`config.mk`:
```
export PLATFORM = sky130hd
export DESIGN_NAME = btr_csr
export DESIGN_NICKNAME = d
export VERILOG_FILES = /design/src/hw/rtl/btr_pkg.sv /design/src/hw/rtl/btr_csr.sv
export SDC_FILE = /design/constraint.sdc
export NUM_CORES = 1
export LEC_CHECK = 0
export ABC_AREA = 1
export BUFFER_PORTS_ARGS = -buffer_cell sky130_fd_sc_hd__buf_4
export CAP_MARGIN = 20
export CORE_ASPECT_RATIO = 1.5
export CORE_UTILIZATION = 25
export CTS_CLUSTER_SIZE = 16
export DETAILED_ROUTE_END_ITERATION = 16
export GPL_TIMING_DRIVEN = 0
export PLACE_DENSITY = 0.58
export SLEW_MARGIN = 10
export SYNTH_ARGS = -nofsm -noshare
export SYNTH_HDL_FRONTEND = slang
export SYNTH_SLANG_ARGS = --single-unit
```
`constraint.sdc`:
```
create_clock -name clock -period 2.07 [get_ports clock]
set_clock_uncertainty 0.15 [all_clocks]
set_input_delay 0.1035 -clock clock [delete_from_list [all_inputs] [get_ports clock]]
set_output_delay 0.1035 -clock clock [all_outputs]
set_load 0.02 [all_outputs]
```
`src/hw/rtl/btr_pkg.sv`:
```
// Shared types and constants for the 2x2 binary threshold reduction block.
// Used by the register file, the reduction core, the result buffer and the top level.
// No dependencies.
`timescale 1ns / 1ps

package btr_pkg;

   // Default for the widest supported input row, in pixels.
   localparam int BTR_MAX_WIDTH = 4096;

   // Rows per frame are capped at a fixed bound.
   localparam int MAX_HEIGHT = 4096;
   localparam int ROW_W      = 12;
   localparam int DIM_W      = 13;
   localparam int THR_W      = 3;

   // Register file layout: one 32-bit register every four bytes.
   localparam int CSR_DATA_W = 32;
   localparam int CSR_ADDR_W = 4;
   localparam int CSR_IDX_W  = 2;

   localparam logic [CSR_IDX_W-1:0] REG_THRESHOLD    = 2'd0;
   localparam logic [CSR_IDX_W-1:0] REG_IMAGE_WIDTH  = 2'd1;
   localparam logic [CSR_IDX_W-1:0] REG_IMAGE_HEIGHT = 2'd2;

   localparam logic [THR_W-1:0] THRESHOLD_RESET = 3'd1;
   localparam logic [DIM_W-1:0] WIDTH_RESET     = 13'd4096;
   localparam logic [DIM_W-1:0] HEIGHT_RESET    = 13'd4096;

   typedef struct packed {
      logic [THR_W-1:0] threshold;
      logic [DIM_W-1:0] image_width;
      logic [DIM_W-1:0] image_height;
   } cfg_type;

   typedef struct packed {
      logic pixel_out;
      logic row_end;
      logic frame_end;
   } res_type;

endpackage

```
`src/hw/rtl/btr_csr.sv`:
```
// APB-style register file holding threshold, image width and image height.
// Depends on btr_pkg for the register layout and the configuration struct.
`timescale 1ns / 1ps

module btr_csr
   import btr_pkg::*;
(
   input  logic                  clock,
   input  logic                  reset,
   input  logic                  psel,
   input  logic                  penable,
   input  logic                  pwrite,
   input  logic [CSR_ADDR_W-1:0] paddr,
   input  logic [CSR_DATA_W-1:0] pwdata,
   output logic [CSR_DATA_W-1:0] prdata,
   output logic                  pready,
   output cfg_type               cfg
);

   cfg_type                cfg_ff;
   cfg_type                cfg_in;
   logic                   wr_en;
   logic [CSR_IDX_W-1:0]   reg_idx;

   assign pready  = 1'b1;
   assign reg_idx = paddr[CSR_ADDR_W-1:2];
   assign wr_en   = psel & penable & pwrite & pready;

   always_comb begin
      cfg_in = cfg_ff;
      if (wr_en) begin
         case (reg_idx)
            REG_THRESHOLD:    cfg_in.threshold    = pwdata[THR_W-1:0];
            REG_IMAGE_WIDTH:  cfg_in.image_width  = pwdata[DIM_W-1:0];
            REG_IMAGE_HEIGHT: cfg_in.image_height = pwdata[DIM_W-1:0];
            default:          cfg_in = cfg_ff;
         endcase
      end
   end

   always_ff @(posedge clock) begin
      if (reset) begin
         cfg_ff.threshold    <= THRESHOLD_RESET;
         cfg_ff.image_width  <= WIDTH_RESET;
         cfg_ff.image_height <= HEIGHT_RESET;
      end else begin
         cfg_ff <= cfg_in;
      end
   end

   always_comb begin
      case (reg_idx)
         REG_THRESHOLD:    prdata = CSR_DATA_W'(cfg_ff.threshold);
         REG_IMAGE_WIDTH:  prdata = CSR_DATA_W'(cfg_ff.image_width);
         REG_IMAGE_HEIGHT: prdata = CSR_DATA_W'(cfg_ff.image_height);
         default:          prdata = '0;
      endcase
   end

   assign cfg = cfg_ff;

endmodule

```
==> metrics.txt <==
starting density of the core=between 20% and 30%; CTS Buf Count=5; Clock Root Buffer=clkbuf_8; peak supply drop=0.293 mV; clock tree buffer depth=2; library cells used by synthesis=15; height of the chip=about 100 um; cell count of the worst reg-to-reg path=2; initial antenna violation count=0; Leakage=1.23 nW; grt total ovfl=0; #FFs+latches synth=29; iteration-0 DRC count of the detailed router=63; Post-Synthesis Cells=roughly 250; Antenna diodes=0; I/O pin cnt=between 100 and 150; core area=6170 sq um; Startpoint Class=primary input; Crit Path Max Fanout=10; area leader, netlist=dfxtp_1; max-slew violations=0; endpoints failing hold=0; fmax=a little over 800 MHz; crit share post-route=between 50% and 60%; Rows=35; Power Dens Cells=around 580 nW/um^2; I/O Buffers=between 60 and 70; Worst Path Required=between 1.5 and 2 ns; Final Core Density=37.9%; hold path depth=5; DRT Wirelength=approximately 4500 um; Vias/cell=approximately 4; crit path kind=in2out; CTS clock-pin slew for the worst setup and hold paths=around 0.060 ns; drt pass-1 iters=4; number of H-tree levels=2; DR WL/cell=11.0 um; die area=slightly below 7000 sq um; Multi-input gate area=between 700 and 800 sq um; Mean Syn Cell Area=between 6 and 7 sq um; setup TNS=0 ns; GP Congestion=about 0.8; Tmin final=~1.2 ns; post-route insts no fill=408; DR top layer=met4; MaxCap Viol Count=0; Worst Hold Class=in2reg; fillcell total=686; first-pass GRT wire length=7020 um; top cells by area, synth=dfxtp_1 (36%), nand2_1 (16%), nor2_1 (13%), buf_4 (10%), nand3_1 (9.7%); Yosys warning total=0; cell total after placement=a little under 400; vias in the first global route=approximately 1.5k; crit path capture type=primary output; reg-to-reg slack, setup=~1.3 ns; pin count of the biggest net entering global routing=11; sequential area share after synthesis=36.2%; max reg flops=29; Via Count=~1.6k; Min Hold Slack=~0.019 ns; met2 WL=around 2300 um; GR Util All Layers=14.1%; DP HPWL=about 3400 um; Mapped Area=about 1600 sq um; final setup vio count=0; RSZ-0062 raised after global routing=false; Die X-Extent=slightly below 70 um; Area growth syn-to-layout=46.1%; Post-CTS Resized=0; ratio of cells with drive above 1 in the final layout=about a third; register area=~580 sq um; top cell type's share of synthesized area=roughly 36%; Post-CTS Setup Inserts=0; CTS tree=done; Post-DRT Antenna Nets=0; CP arrival=0.98 ns; Met1 Routed Length=about 1900 um; clock net sink count=29; DRC viols=0; later-pin clock latency in the skew report=0.27 ns; NumNets Final=374; hold-fix buffers at CTS=2; met3 wire length=between 200 and 300 um; status=completed
==> cells in the mapped netlist <==
cell type,count
buf_2,5
buf_4,22
buf_6,4
conb_1,2
dfxtp_1,29
inv_1,14
inv_2,2
nand2_1,70
nand2_2,2
nand3_1,31
nand3_2,2
nor2_1,54
nor2_2,1
nor2_4,4
o21ai_0,3
==> layer usage <==
| layer | vias up | track usage [%] |
|---|---|---|
| met3 | 4 | 3.30 |
| met4 | 0 | 6.22 |
| met5 | - | 0 |
| met2 | 48 | 24.8 |
| li1 | 884 | - |
| met1 | 696 | 15.6 |
==> logic make-up (layout without fill, tap and decap cells) <==
family	after synthesis	in the layout	synth area share (%)
AOI/OAI and AO/OA	3	3	0.936
buffers and inverters	47	118	18.4
DFF	29	29	36.2
other	2	20	0.469
and+or+nand+nor	164	164	43.9
==> layout make-up <==
cell class              instances  area share [%]
clock buffers                   7            4.11
flip-flops and latches         29            24.8
repair buffers                 63            20.4
plain buffers                  31            10.0
clock inverters                 1           0.214
inverters                      16            2.56
well taps                      74            3.95
multi-input cells             187            33.9
==> power breakdown <==
group / internal [mW] / leakage, nW / switching (mW)
clock network: 0.300 / 0.0542 / 0.208
logic: 0.108 / 0.943 / 0.151
registers: 0.571 / 0.235 / 0.00938
==> final timing paths <==
kind,from,endpoint
setup reg to reg,cfg[12]$_SDFFE_PP1P_,cfg[12]$_SDFFE_PP1P_
hold / removal,pwdata[8],cfg[21]$_SDFFE_PP0P_
setup / recovery,paddr[3],prdata[8]
hold reg to reg,cfg[4]$_SDFFE_PP0P_,cfg[4]$_SDFFE_PP0P_
==> metrics by stage <==
stage	power, mW	instance area (sq um)	worst slack [ns]
6_report	1.35	2340	0.841
2_1_floorplan	0.761	1670	1.11
3_5_place_dp	0.851	2220	0.820
4_1_cts	1.37	2340	0.819
3_3_place_gp	0.849	2220	0.824
5_1_grt	1.42	2340	0.725
==> placed cells by master (no fill, tap or decap) <==
| master | n |
|---|---|
| buf_2 | 5 |
| clkinv_2 | 1 |
| o21ai_0 | 3 |
| nand3_2 | 2 |
| nand2_1 | 70 |
| nand2_2 | 2 |
| nor2_1 | 54 |
| buf_4 | 83 |
| dlygate4sd3_1 | 2 |
| conb_1 | 20 |
| nor2_2 | 1 |
| dfxtp_1 | 29 |
| nand3_1 | 31 |
| clkbuf_8 | 7 |
| buf_6 | 4 |
| nor2_4 | 4 |
| inv_2 | 2 |
| inv_1 | 14 |
==> worst max-delay path, cell delays in order <==
cell and delay [ns]:
buf_4 0.12, inv_2 0.06, nor2_4 0.19, buf_4 0.23, nand2_1 0.07, nand2_1 0.06
buf_4 0.13
Note: power is estimated with default switching activity, not from simulation.
