--- src/hw/rtl/btr_pkg.sv ---
// Shared types and constants for the 2x2 binary threshold reduction block.
// Used by the register file, the reduction core, the result buffer and the top level.
// No dependencies.
`timescale 1ns / 1ps

package btr_pkg;

   // Default for the widest supported input row, in pixels.
   localparam int BTR_MAX_WIDTH = 4096;

   // Rows per frame are capped at a fixed bound.
   localparam int MAX_HEIGHT = 4096;
   localparam int ROW_W      = 12;
   localparam int DIM_W      = 13;
   localparam int THR_W      = 3;

   // Register file layout: one 32-bit register every four bytes.
   localparam int CSR_DATA_W = 32;
   localparam int CSR_ADDR_W = 4;
   localparam int CSR_IDX_W  = 2;

   localparam logic [CSR_IDX_W-1:0] REG_THRESHOLD    = 2'd0;
   localparam logic [CSR_IDX_W-1:0] REG_IMAGE_WIDTH  = 2'd1;
   localparam logic [CSR_IDX_W-1:0] REG_IMAGE_HEIGHT = 2'd2;

   localparam logic [THR_W-1:0] THRESHOLD_RESET = 3'd1;
   localparam logic [DIM_W-1:0] WIDTH_RESET     = 13'd4096;
   localparam logic [DIM_W-1:0] HEIGHT_RESET    = 13'd4096;

   typedef struct packed {
      logic [THR_W-1:0] threshold;
      logic [DIM_W-1:0] image_width;
      logic [DIM_W-1:0] image_height;
   } cfg_type;

   typedef struct packed {
      logic pixel_out;
      logic row_end;
      logic frame_end;
   } res_type;

endpackage

--- src/hw/rtl/btr_obuf.sv ---
// Two-entry result buffer that registers the reduced pixels for the output channel.
// Depends on btr_pkg for the result struct.
`timescale 1ns / 1ps

module btr_obuf
   import btr_pkg::*;
(
   input  logic    clock,
   input  logic    reset,
   input  logic    push,
   input  res_type push_res,
   output logic    full,
   output logic    rsp_valid,
   input  logic    rsp_stall,
   output res_type rsp_res
);

   logic [1:0] cnt_ff, cnt_in;
   res_type    head_ff, head_in;
   res_type    tail_ff, tail_in;
   logic       pop;

   assign pop = rsp_valid & ~rsp_stall;

   always_comb begin
      cnt_in  = cnt_ff;
      head_in = head_ff;
      tail_in = tail_ff;
      case (cnt_ff)
         2'd0: begin
            if (push) begin
               head_in = push_res;
               cnt_in  = 2'd1;
            end
         end
         2'd1: begin
            if (push && pop) begin
               head_in = push_res;
            end else if (push) begin
               tail_in = push_res;
               cnt_in  = 2'd2;
            end else if (pop) begin
               cnt_in = 2'd0;
            end
         end
         2'd2: begin
            // The input side is stalled while both entries are held.
            if (pop) begin
               head_in = tail_ff;
               cnt_in  = 2'd1;
            end
         end
         default: cnt_in = 2'd0;
      endcase
   end

   always_ff @(posedge clock) begin
      if (reset) begin
         cnt_ff <= 2'd0;
      end else begin
         cnt_ff <= cnt_in;
      end
   end

   always_ff @(posedge clock) begin
      head_ff <= head_in;
      tail_ff <= tail_in;
   end

   assign full      = (cnt_ff == 2'd2);
   assign rsp_valid = (cnt_ff != 2'd0);
   assign rsp_res   = head_ff;

endmodule

--- config.mk ---
export PLATFORM = sky130hd
export DESIGN_NAME = btr_obuf
export DESIGN_NICKNAME = d
export VERILOG_FILES = /design/src/hw/rtl/btr_pkg.sv /design/src/hw/rtl/btr_obuf.sv
export SDC_FILE = /design/constraint.sdc
export NUM_CORES = 1
export LEC_CHECK = 0
export ABC_AREA = 1
export BUFFER_PORTS_ARGS = -buffer_cell sky130_fd_sc_hd__buf_2
export CORE_AREA = 5 5 42 44
export CTS_BUF_LIST = sky130_fd_sc_hd__clkbuf_8
export CTS_CLUSTER_SIZE = 8
export DETAILED_ROUTE_END_ITERATION = 6
export DIE_AREA = 0 0 47 49
export GPL_ROUTABILITY_DRIVEN = 0
export GPL_TIMING_DRIVEN = 1
export MAX_ROUTING_LAYER = met4
export PLACE_DENSITY = 0.59
export SLEW_MARGIN = 20
export SYNTH_ARGS = -nofsm -noshare
export SYNTH_HDL_FRONTEND = slang
export SYNTH_SLANG_ARGS = --single-unit
export TNS_END_PERCENT = 50
--- constraint.sdc ---
create_clock -name clock -period 1.43 [get_ports clock]
set_input_delay 0.429 -clock clock [delete_from_list [all_inputs] [get_ports clock]]
set_output_delay 0.429 -clock clock [all_outputs]
set_load 0.005 [all_outputs]
==> results.cfg, run 1 <==
[timing]
max_freq_mhz = 747
skew_ns = 0.00420
whs_ns = 0.372
slew_violations = 0
finalCritPeriodShare = 0.936
hold_violations = 0
max_slew_margin = 0.799
fin_crit_ns = 1.34
finalSetupViolations = 0
setup_tns_ns = 0
rsz0062_at_grt = false
worst_pin_slew_ns = 0.300

[global_route]
grt_use_met2 = 0.109
grt_overflow = 0
grt_pass1_wl_um = 1090
top_usage_layer = met2
grt_usage = 0.0692
first_global_vias = 300
grt_util_met3 = 0.0369
antenna_found_initial = 0
use_met1 = 0.0633
grt_max_degree = 6

[clocking]
cts_buffer_depth = 2
cts_tree = done
cts_resized = 0
clock-root-buffer = clkbuf_8
cts.htree.levels = 1
clock_latency_ns = 0.22
clkTransAtPathRegs_ns = 0.04
holdBufCountCts = 0
post_cts_buffers = 0
cts.sinks = 8
cts_made_buffers = 3

[die]
rows = 14
die_height_um = 49
die_width_um = 47
core_um2 = 1400
dieArea_um2 = 2300
start_util = 0.260
ios = 12

[yosys]
syn_avg_cell_area_um2 = 9.34
synth_top_cell_by_area = edfxtp_1
seq_area_frac_synth = 0.605
ys_ff_latch = 8
yosysMostFrequentCell = nand2_1
synthCells = 39
synth_area_um2 = 364
ys_top_cells_by_count = nand2_1 (13), edfxtp_1 (6), inv_1 (4)
synth_area_leaders = edfxtp_1 (49%), nand2_1 (13%), dfxtp_1 (11%)
synthFlopType = edfxtp_1
async_reset_ff_frac = 0
yosysWarnings = 0
synth_top_area_share = 0.495
yosysUniqueCellTypes = 13
synth.net_count = 46
synth_edf_count = 6

[critical_path]
critPathCaptureType = output pin
startpoint_type = flop
cpPeakStageDelay_ns = 0.33
crit_path_frequent_cell = inv_2
ff2ff_setup_slack_ns = 0.33
required_ns = 1.00
crit_path_max_fanout = 5
crit_chain = inv_2 -> nand2_2 -> inv_2 -> buf_2
critPathTopFamily = flip-flops
cp_slowest_cell = dfxtp_2
worstSetupPathType = flop to output pin
crit_start = cnt_ff[0]
rr_startpoint = cnt_ff[0]
path_buf_inv = 3
arrival_ns = 0.91

[power_and_ir_drop]
p_seq_frac = 0.456
leakagePower_uw = 0.000241
pwr-share-clk = 0.454
p_comb_frac = 0.091
p_sw_frac = 0.201
intPower_uw = 473
powerDensity_nw_per_um2 = 1220
ir_worst_vdd_v = 0.000511
p_sw_uw = 119

[drt]
ant_nets = 0
wl_um = 638
via_per_inst = 4.13
wl_per_cell_um = 9.11
num_vias = 289
drtPass1Iterations = 2
drt_iter0_markers = 5
drc = 0

[outcome]
outcome = finished, final reports clean

[final_layout]
layoutNonFillerInstCount = 70
finalCoreUtilization = 0.347
area_delta_synth_final_pct = 33.7
design_area_um2 = 487
diodes = 0
multiInputGateArea_um2 = 118
nNetsFinal = 62
drive_above_1_share = 0.426
seqCellArea_um2 = 223
fill_cells = 152

[placed_design]
postPlaceCellArea_um2 = 439
portBuffers = 11
place.detailed.hpwl_um = 534
dp_cells = 66

[min_path]
hp-start = reset
hold_class = input port to flop

[run]
maxCapViolCount = 0
## power groups by stage
stage,registers [µW],clock network [µW],logic [µW]
final,270,269,53.6
after global routing,271,292,61.0
after CTS,269,277,54.5
after detailed placement,273,0,54.3
after global placement,273,0,54.2
after floorplan,274,0,28.1
## flip-flops by register name (all words and copies together), names as in the netlist
signal,cells
cnt_ff,2
tail_ff,3
rsp_res,3
## kinds of logic after synthesis
family,after synthesis,synth area share
and+or+nand+nor,21,0.282
DFF,8,0.605
buffers and inverters,7,0.0722
AOI/OAI and AO/OA,3,0.0412
## stage by stage
step	setup slack [ns]	power [µW]
final	0.0916	592
after detailed placement	0.208	327
after global routing	0.0233	624
after CTS	0.0432	601
after floorplan	0.409	302
after global placement	0.194	327
## placed cells by master (no fill, tap or decap), types with 2 or more instances in the layout
master / n
nand2_2: 2
nand3_1: 2
edfxtp_1: 6
buf_2: 11
inv_2: 3
dfxtp_2: 2
clkbuf_8: 3
a21oi_1: 2
inv_1: 5
nand2_1: 13
## layout make-up
type | count | share of cell area
Multi-Input combinational cell | 24 | 0.242
Timing Repair Buffer | 11 | 0.113
Inverter | 7 | 0.0540
Clock inverter | 1 | 0.00771
Clock buffer | 3 | 0.0848
Tap cell | 16 | 0.0411
Sequential cell | 8 | 0.458
## layer usage
layer  vias up  routed length [µm]
met5         -                   0
met4         0                   0
met3         0                  52
met2         8                 346
met1       127                 240
li1        154                   -
## worst paths after layout
path	endpoint	cells past startpoint
setup / recovery	full	4
hold / removal	cnt_ff[1]	2
setup reg to reg	rsp_res[0]	3
hold reg to reg	cnt_ff[1]	2
No activity file was read; power rests on OpenSTA's default activity.
==> run 2: changes to the inputs <==
--- a/config.mk
+++ b/config.mk
@@ -15,7 +15,7 @@
 export GPL_ROUTABILITY_DRIVEN = 0
 export GPL_TIMING_DRIVEN = 1
 export MAX_ROUTING_LAYER = met4
-export PLACE_DENSITY = 0.59
+export PLACE_DENSITY_LB_ADDON = 0.08
 export SLEW_MARGIN = 20
 export SYNTH_ARGS = -nofsm -noshare
 export SYNTH_HDL_FRONTEND = slang
==> results.cfg, run 2 (synthesis results as in run 1) <==
[critical_path]
worstSetupPathType = flop to output pin
crit_path_max_fanout = 5
crit_path_frequent_cell = inv_2
required_ns = 1.00
critPathCaptureType = output pin
startpoint_type = flop
crit_chain = inv_2 -> nand2_2 -> inv_2 -> buf_2
cpPeakStageDelay_ns = 0.33
arrival_ns = 0.92
cp_slowest_cell = dfxtp_2

[power_and_ir_drop]
ir_worst_vdd_v = 0.000656
leakagePower_uw = 0.000241
powerDensity_nw_per_um2 = 1220

[final_layout]
nNetsFinal = 62
area_delta_synth_final_pct = 33.7
mostFrequentLayoutCell = nand2_1
diodes = 0
finalCoreUtilization = 0.347
drive_above_1_share = 0.426
fill_cells = 156
mostFrequentLayoutCells = nand2_1 (13), buf_2 (11), edfxtp_1 (6), inv_1 (5)

[timing]
setup_tns_ns = 0
fin_crit_ns = 1.35
hold_violations = 0
worst_pin_slew_ns = 0.279
finalSetupViolations = 0
skew_ns = 0.00686
setup_slack_ns = 0.0817
max_slew_margin = 0.812
finalCritPeriodShare = 0.943
max_freq_mhz = 742
slew_violations = 0
rsz0062_at_grt = false

[global_route]
antenna_found_initial = 0
grt_usage = 0.0728
grt_max_degree = 6
grt_overflow = 0
first_global_vias = 281
grt_pass1_wl_um = 1190

[die]
die_height_um = 49
die_width_um = 47
dieArea_um2 = 2300
ios = 12
core_um2 = 1400
rows = 14
start_util = 0.260

[drt]
via_per_inst = 4.37
num_vias = 306
ant_nets = 0
drt_iter0_markers = 4
drtPass1Iterations = 4
wl_per_cell_um = 9.83
drc = 0
wl_um = 688

[clocking]
cts.sinks = 8
cts_made_buffers = 3
clkTransAtPathRegs_ns = 0.04
cts.htree.levels = 1
cts_buffer_depth = 2
clock-root-buffer = clkbuf_8
clock_latency_ns = 0.22
post_cts_buffers = 0
cts_tree = done

[run]
maxCapViolCount = 0

[placed_design]
portBuffers = 11
place.detailed.hpwl_um = 546
post-place-ws_ns = 0.213

[min_path]
hold_class = input port to flop

[outcome]
outcome = finished, final reports clean
==> run 2: cell counts in the layout (fill, tap and decap cells not counted) <==
No cell type changed its count.
==> run 2: area by class of cell <==
class | instances | area [µm²] | share of cell area
flip-flops and latches | 8 | 223 | 0.458
multi-input cells | 24 | 118 | 0.242
repair buffers | 11 | 55.1 | 0.113
clock buffers | 3 | 41.3 | 0.0848
inverters | 7 | 26.3 | 0.0540
well taps | 16 | 20.0 | 0.0411
clock inverters | 1 | 3.75 | 0.00771
==> run 2: power breakdown <==
| part | internal [µW] | switching, µW | total, µW |
|---|---|---|---|
| registers | 265 | 5.28 | 270 |
| logic | 23.1 | 30.8 | 53.9 |
| clock network | 185 | 83.6 | 269 |
| total | 473 | 120 | 593 |
==> run 2: what timing repair did <==
action                                  4_1_cts  5_1_grt
endpoints found under the setup margin        0        1
hold endpoints to repair                      0        0
gates resized for setup                       0        2
hold buffers                                  0        0
==> run 2: critical path, delay by kind of cell, from the launching register on <==
kind          cells  cell delay [ns]
buf+inv           3             0.28
flops             1             0.33
simple gates      1             0.09
==> run 2: worst paths after layout <==
kind / startpoint / end / slack (ns) / cells past startpoint
setup / recovery: cnt_ff[0] / full / 0.08 / 4
hold / removal: reset / cnt_ff[1] / 0.38 / 2
setup reg to reg: cnt_ff[0] / rsp_res[0] / 0.33 / 3
hold reg to reg: tail_ff[2] / rsp_res[2] / 0.51 / 2
==> run 2: per-stage QoR <==
step	power, µW	area [µm²]	std cells	hold WS, ns
after floorplan	302	364	39	0.487
after global placement	326	439	66	0.511
after detailed placement	327	439	66	0.507
after CTS	602	484	70	0.380
after global routing	633	487	70	0.382
final	593	487	70	0.379
==> run 2: metal layers <==
layer	track usage	vias up	wire length, µm
li1	-	156	-
met1	0.0858	137	257
met2	0.106	11	374
met3	0.0332	2	47
met4	0.0276	0	8
met5	-	-	0
